===== src/design/sfla_pkg.sv =====
`timescale 1ns / 1ps
`default_nettype none
// ----------------------------------------------------------------------------
// sfla_pkg
// Shared types and constants for the segregated free-list allocator.
// ----------------------------------------------------------------------------
package sfla_pkg;

    localparam int NUM_FLOORS = 8;
    localparam int SIZE_W     = 17;
    localparam int PTR_W      = 17;   // valid, region[1:0], word offset[13:0]
    localparam int HIDX_W     = 16;
    localparam int HDR_DEPTH  = 65536;
    localparam int CLS_W      = 3;

    localparam logic [1:0] ST_DONE    = 2'd0;
    localparam logic [1:0] ST_NOSPACE = 2'd1;
    localparam logic [1:0] ST_BAD     = 2'd2;

    localparam logic OP_ALLOC = 1'b0;
    localparam logic OP_FREE  = 1'b1;

    typedef logic [SIZE_W-1:0] t_size;
    typedef logic [PTR_W-1:0]  t_ptr;

    localparam t_size RESET_FLOORS [NUM_FLOORS] = '{
        17'd16, 17'd32, 17'd64, 17'd128, 17'd256, 17'd512, 17'd1024, 17'd4096
    };

    typedef struct packed {
        logic        opcode;
        logic [15:0] req_bytes;
        logic [1:0]  free_region;
        logic [15:0] free_offset;
    } t_in_item;

    typedef struct packed {
        logic [1:0]  status;
        logic [1:0]  got_region;
        logic [15:0] got_offset;
    } t_out_item;

    typedef struct packed {
        logic             put_ok;
        logic [CLS_W-1:0] put_idx;
        logic [CLS_W-1:0] get_idx;
    } t_cls;

    typedef enum logic [3:0] {
        S_INIT, S_IDLE, S_SCAN, S_OPEN, S_LAST, S_POP, S_SPLIT, S_FREE, S_RESP
    } t_state;

    // class a block of this size lands in under the reset floors; bit 3 = kept
    function automatic logic [3:0] f_reset_class(input t_size size, input int nb);
        logic [3:0] r;
        logic       hit;
        r   = {1'b1, CLS_W'(nb - 1)};
        hit = 1'b0;
        for (int i = 0; i < NUM_FLOORS; i++) begin
            if (i < nb && !hit && RESET_FLOORS[i] > size) begin
                hit = 1'b1;
                if (i == 0) r = 4'd0;
                else        r = {1'b1, CLS_W'(i - 1)};
            end
        end
        return r;
    endfunction

endpackage
`default_nettype wire


===== src/design/sfla_class.sv =====
`timescale 1ns / 1ps
`default_nettype none
// ----------------------------------------------------------------------------
// sfla_class
// Size class lookup: class for pushing a block, first class for a request.
// ----------------------------------------------------------------------------
module sfla_class
    import sfla_pkg::*;
#(
    parameter int NUM_BUCKETS = 8
) (
    input  wire t_size i_floors [NUM_FLOORS],
    input  wire t_size i_put_size,
    input  wire t_size i_get_size,
    output t_cls       o_cls
);

    always_comb begin
        logic ph, gh;
        o_cls.put_ok  = 1'b1;
        o_cls.put_idx = CLS_W'(NUM_BUCKETS - 1);
        o_cls.get_idx = CLS_W'(NUM_BUCKETS - 1);
        ph = 1'b0;
        gh = 1'b0;
        for (int i = 0; i < NUM_FLOORS; i++) begin
            if (i < NUM_BUCKETS) begin
                if (!ph && i_floors[i] > i_put_size) begin
                    ph = 1'b1;
                    if (i == 0) begin
                        o_cls.put_ok  = 1'b0;
                        o_cls.put_idx = '0;
                    end else begin
                        o_cls.put_idx = CLS_W'(i - 1);
                    end
                end
                if (!gh && i_floors[i] >= i_get_size) begin
                    gh = 1'b1;
                    o_cls.get_idx = CLS_W'(i);
                end
            end
        end
    end

endmodule
`default_nettype wire


===== config.mk =====
export PLATFORM = sky130hd
export DESIGN_NAME = sfla_class
export DESIGN_NICKNAME = d
export VERILOG_FILES = /design/src/design/sfla_pkg.sv /design/src/design/sfla_class.sv
export SDC_FILE = /design/constraint.sdc
export NUM_CORES = 1
export LEC_CHECK = 0
export BUFFER_PORTS_ARGS = -buffer_cell sky130_fd_sc_hd__buf_2
export CAP_MARGIN = 20
export CORE_ASPECT_RATIO = 1.1
export CORE_MARGIN = 3
export CORE_UTILIZATION = 30
export DETAILED_ROUTE_END_ITERATION = 10
export GPL_TIMING_DRIVEN = 0
export PLACE_DENSITY_LB_ADDON = 0.12
export SLEW_MARGIN = 20
export SYNTH_ARGS = -nofsm -noshare
export SYNTH_HDL_FRONTEND = slang
export SYNTH_SLANG_ARGS = --single-unit

===== constraint.sdc =====
create_clock -name vclk -period 3.27
set_input_delay 0.327 -clock vclk [all_inputs]
set_output_delay 0.327 -clock vclk [all_outputs]
set_load 0.01 [all_outputs]

# Word level (Yosys, flattened, before mapping)
# Index checks and enable logic that the tools add are counted.
dict set report totals {
  mem_count 0
  romBits 0
  latchBits 0
  mem_bits_rw 0
  ff_bits 0
  out_inout_bits 7
}
dict set report op_classes {
  eq_ne 0
  n_lt_le_gt_ge 16
  muxes 30
  shifts 0
  div_mod_pow 0
  n_bitwise 0
  n_addsub 0
  multipliers 0
  reduce_logical 28
}
# operator n
set op_table {}
lappend op_table {{$ge A17 B17 Y1} 8}
lappend op_table {{$gt A17 B17 Y1} 8}
lappend op_table {{$mux W3} 15}
lappend op_table {{$logic_and A1 B1 Y1} 14}
lappend op_table {{$logic_not A1 Y1} 14}
lappend op_table {{$mux W1} 14}
lappend op_table {{$mux W4} 1}

# Longest topological paths before layout
dict set report logic_depth {
  word_depth 23
  mapped_depth 9
  depth_no_buf 9
}

# Least setup slack after synthesis
# No wires, ideal clock.
dict set report synth_path {
  kind {input -> output}
  start {input i_put_size[2]}
  end {output o_cls[4] in the netlist's numbering}
  arrival_time_ps 2211
  path_buffers 0
  path_stages 9
  setup_slack_ps 732
  cell_sequence {inv_1 > ha_1 > a21o_1 > a21o_1 > a221o_1 > a221oi_2 > o31ai_1 > a22o_1 > nor3_1}
}
# item line
set synth_rtl {}
lappend synth_rtl {{start: declaration} sfla_class.sv:13} ;# input wire t_size i_put_size,
lappend synth_rtl {{end: declaration} sfla_class.sv:15} ;# output t_cls o_cls

==> summary by stage <==
Place
At the end of routability-driven placement, the weighted congestion stood at approximately 0.86. The placed instances occupy a cell area of 6870 sq um. At the placement stage, the worst setup path has a slack of -0.166 ns. The port buffer count is roughly 180. After detailed placement, the design holds a cell count of about 1100. The placed wire-length estimate after detailed placement is between 15000 and 20000 microns.

Layout
The number of antenna cells inserted is 0. After layout, the clock buffer instance count stands at 0. The proportion of layout cells with a drive suffix above 1 is 0.225.

Once layout is complete, the cells apart from fillers number approximately 1100. The area growth from synthesis to layout is 22.8%. The design has 0 sequential cells. After the last flow step, the layout net total stands at 1300. Across the whole layout, storage elements account for 0 sq um.

The area of all placed cells without fillers is 6970 sq um.

Route
Once detail routing completed, the nets flagged for antenna violations numbered 0. The first-pass iteration count of the detailed router is 5. Summed over all layers, the routed wires come to approximately 22000 microns.

The wire length per cell after detailed routing is ~20 microns. In the routed layout, each cell is associated on average with a via count of ~5.3. The number of DRC markers after the initial detailed-route iteration is 343. Across all layers, the routed design uses 5899 vias.

For this run, design rule violations remaining after detail routing come to 0.

Pwr
The logic gate share of total power is 1.000. The analysis attributes to cell leakage a power of between 0.003 and 0.004 uW. Of the total power, registers draw 0. The design internal power is between 400 and 500 uW. Of the total power, the share spent switching nets is 0.568. The power density over cell area is about 130 nW/um^2. Across the VDD grid, the largest voltage drop is between 0.06 and 0.07 mV. The net load switching power is ~530 uW. The power consumption is 941 uW. Of the total power, the clock network draws 0.

Global routing
The remaining global-route overflow is 0. The number of antenna violations at the first check in global routing is 0. The number of global-route vias before repair is about 5500. The pin count of the biggest net entering global routing is 9.

The first-pass GRT wire length is 31600 microns. In the global route stage, overall resource usage came out at 0.203.

Setup path
By startpoint and endpoint, the worst setup path is classified as in2out. The type of element capturing the critical path is a primary output. For the worst setup path, the data arrival time is 2.83 ns. For the worst setup path, the data required time is 2.94 ns. STA classifies the critical path startpoint as a primary input. The maximum fanout along the worst path is 8.

STA
The count of pins over their slew limit is 0. The final setup violation count is 0. The worst setup slack after layout is approximately 0.12 ns. In the final timing run, aggregate negative setup slack is 0 ns. The final critical delay including setup and external delays is between 3 and 4 ns. The transition time of the tightest slew-check pin is 0.540 ns. The portion of the clock cycle consumed by the worst path in the final layout is 0.964. The final hold violation count is 0. The peak clock frequency supported by timing is roughly 320 MHz. The tightest slew margin relative to the limit is 0.638.

Flow run
Max-cap violations in this run came to 0.

Synthesis
The gate count after technology mapping is roughly 690. Of the synthesized area, sequential elements account for 0. In this run the cell area of the synthesized design comes to about 5700 sq um. Dividing the synthesized area by the synthesized cell count gives approximately 8.3 sq um. The net count after synthesis is 1113. For this run, the number of Yosys warnings is 0. Counting distinct cell types in the post-synthesis netlist gives 46.

Floorplanning
The starting density of the core is 0.307. The die area is between 20000 and 25000 sq um. roughly 180 I/O pins were placed. The x dimension of the die is ~140 microns. The die height is 150 microns. The core outline area is about 18000 sq um. The floorplan row count is 52.

Worst hold path
The sink of the worst hold path is o_cls[2]. The worst hold path belongs to the class in2out. The startpoint of the tightest hold check path is i_floors[135]. The number of cells traversed by the worst hold path is 6.

CTS
The count of hold buffers inserted by post-cts repair is 0.

Outcome
The run finished with clean final reports.
## power by group through the flow
stage	logic (uW)	registers, uW	clock network, uW
2_1_floorplan	552	0	0
3_5_place_dp	918	0	0
6_report	941	0	0
3_3_place_gp	917	0	0
5_1_grt	1070	0	0
4_1_cts	927	0	0
## critical path: stages
cell and delay, ns:
sky130_fd_sc_hd__buf_2 0.09, sky130_fd_sc_hd__inv_1 0.33, sky130_fd_sc_hd__ha_1 0.33, sky130_fd_sc_hd__and4_1 0.21
sky130_fd_sc_hd__a221o_1 0.39, sky130_fd_sc_hd__a221oi_4 0.36, sky130_fd_sc_hd__o31ai_1 0.13, sky130_fd_sc_hd__a22o_1 0.27
sky130_fd_sc_hd__nor3_1 0.21, sky130_fd_sc_hd__buf_2 0.17
## layer usage
layer,track usage,part of all wire,vias up
met3,0.00836,0.046,14
met2,0.346,0.45,162
li1,-,-,3084
met5,0,0,-
met4,0.0200,0.012,0
met1,0.293,0.49,2639
## worst max-delay path by stage
stage                   from       end  slack, ns  depth (start not counted)
6_report       i_put_size[3]  o_cls[4]       0.12                         10
5_1_grt        i_put_size[3]  o_cls[4]     -0.004                         10
4_1_cts        i_put_size[6]  o_cls[3]      0.008                         11
3_5_place_dp   i_put_size[6]  o_cls[3]      -0.17                         11
3_3_place_gp   i_put_size[6]  o_cls[3]      -0.17                         11
2_1_floorplan  i_put_size[2]  o_cls[4]       0.73                          9
## synth_stat cells (all sizes together) (5+ instances only)
| library cell | count | area (sq um) |
|---|---|---|
| nand3 | 22 | 110 |
| and3 | 7 | 43.8 |
| nor3 | 13 | 65.1 |
| nand2 | 42 | 158 |
| a21oi | 66 | 330 |
| ha | 255 | 3190 |
| o211ai | 7 | 52.6 |
| a211oi | 17 | 133 |
| nand4 | 31 | 194 |
| o21ai | 34 | 174 |
| nor2b | 12 | 75.1 |
| nand2b | 8 | 50.1 |
| and2 | 5 | 31.3 |
| a21o | 41 | 308 |
| nor2 | 24 | 90.1 |
| and4 | 14 | 123 |
| inv | 45 | 169 |
## cells by family after synthesis
family | Yosys count | synth area share
fa+ha+maj | 255 | 0.562
compound gates | 205 | 0.236
simple gates | 183 | 0.173
buf+inv | 45 | 0.0297
## placed cells by master, fill, tap and decap left out, drive strengths merged, types with 4 or more instances in the layout
master and instances:
a211oi 17, a21o 41, a21oi 66, a221o 4, a31oi 4, and2 5
and3 7, and4 14, buf 185, clkinvlp 4, ha 255, inv 41
nand2 42, nand2b 8, nand3 22, nand4 31, nor2 24, nor2b 12
nor3 13, o211ai 7, o21a 4, o21ai 34
## stage by stage
step,util,hold slack (ns)
final,0.377,1.32
after global routing,0.377,1.36
after detailed placement,0.372,1.31
after floorplan,-,0.993
after global placement,0.372,1.32
after CTS,0.372,1.31
## final cells by class
type                            instances  area [sq um]
Multi-Input combinational cell        643          5540
Inverter                               45           184
Timing Repair Buffer                  185           946
Tap cell                              243           304
Fill cell                            2021         11500
## repair_timing
item | in CTS | in global routing
buffers inserted | 0 | 8
setup endpoints to repair | 3 | 3
pin swaps | 0 | 0
resized for setup | 3 | 7
Note: power is estimated with default switching activity, not from simulation.
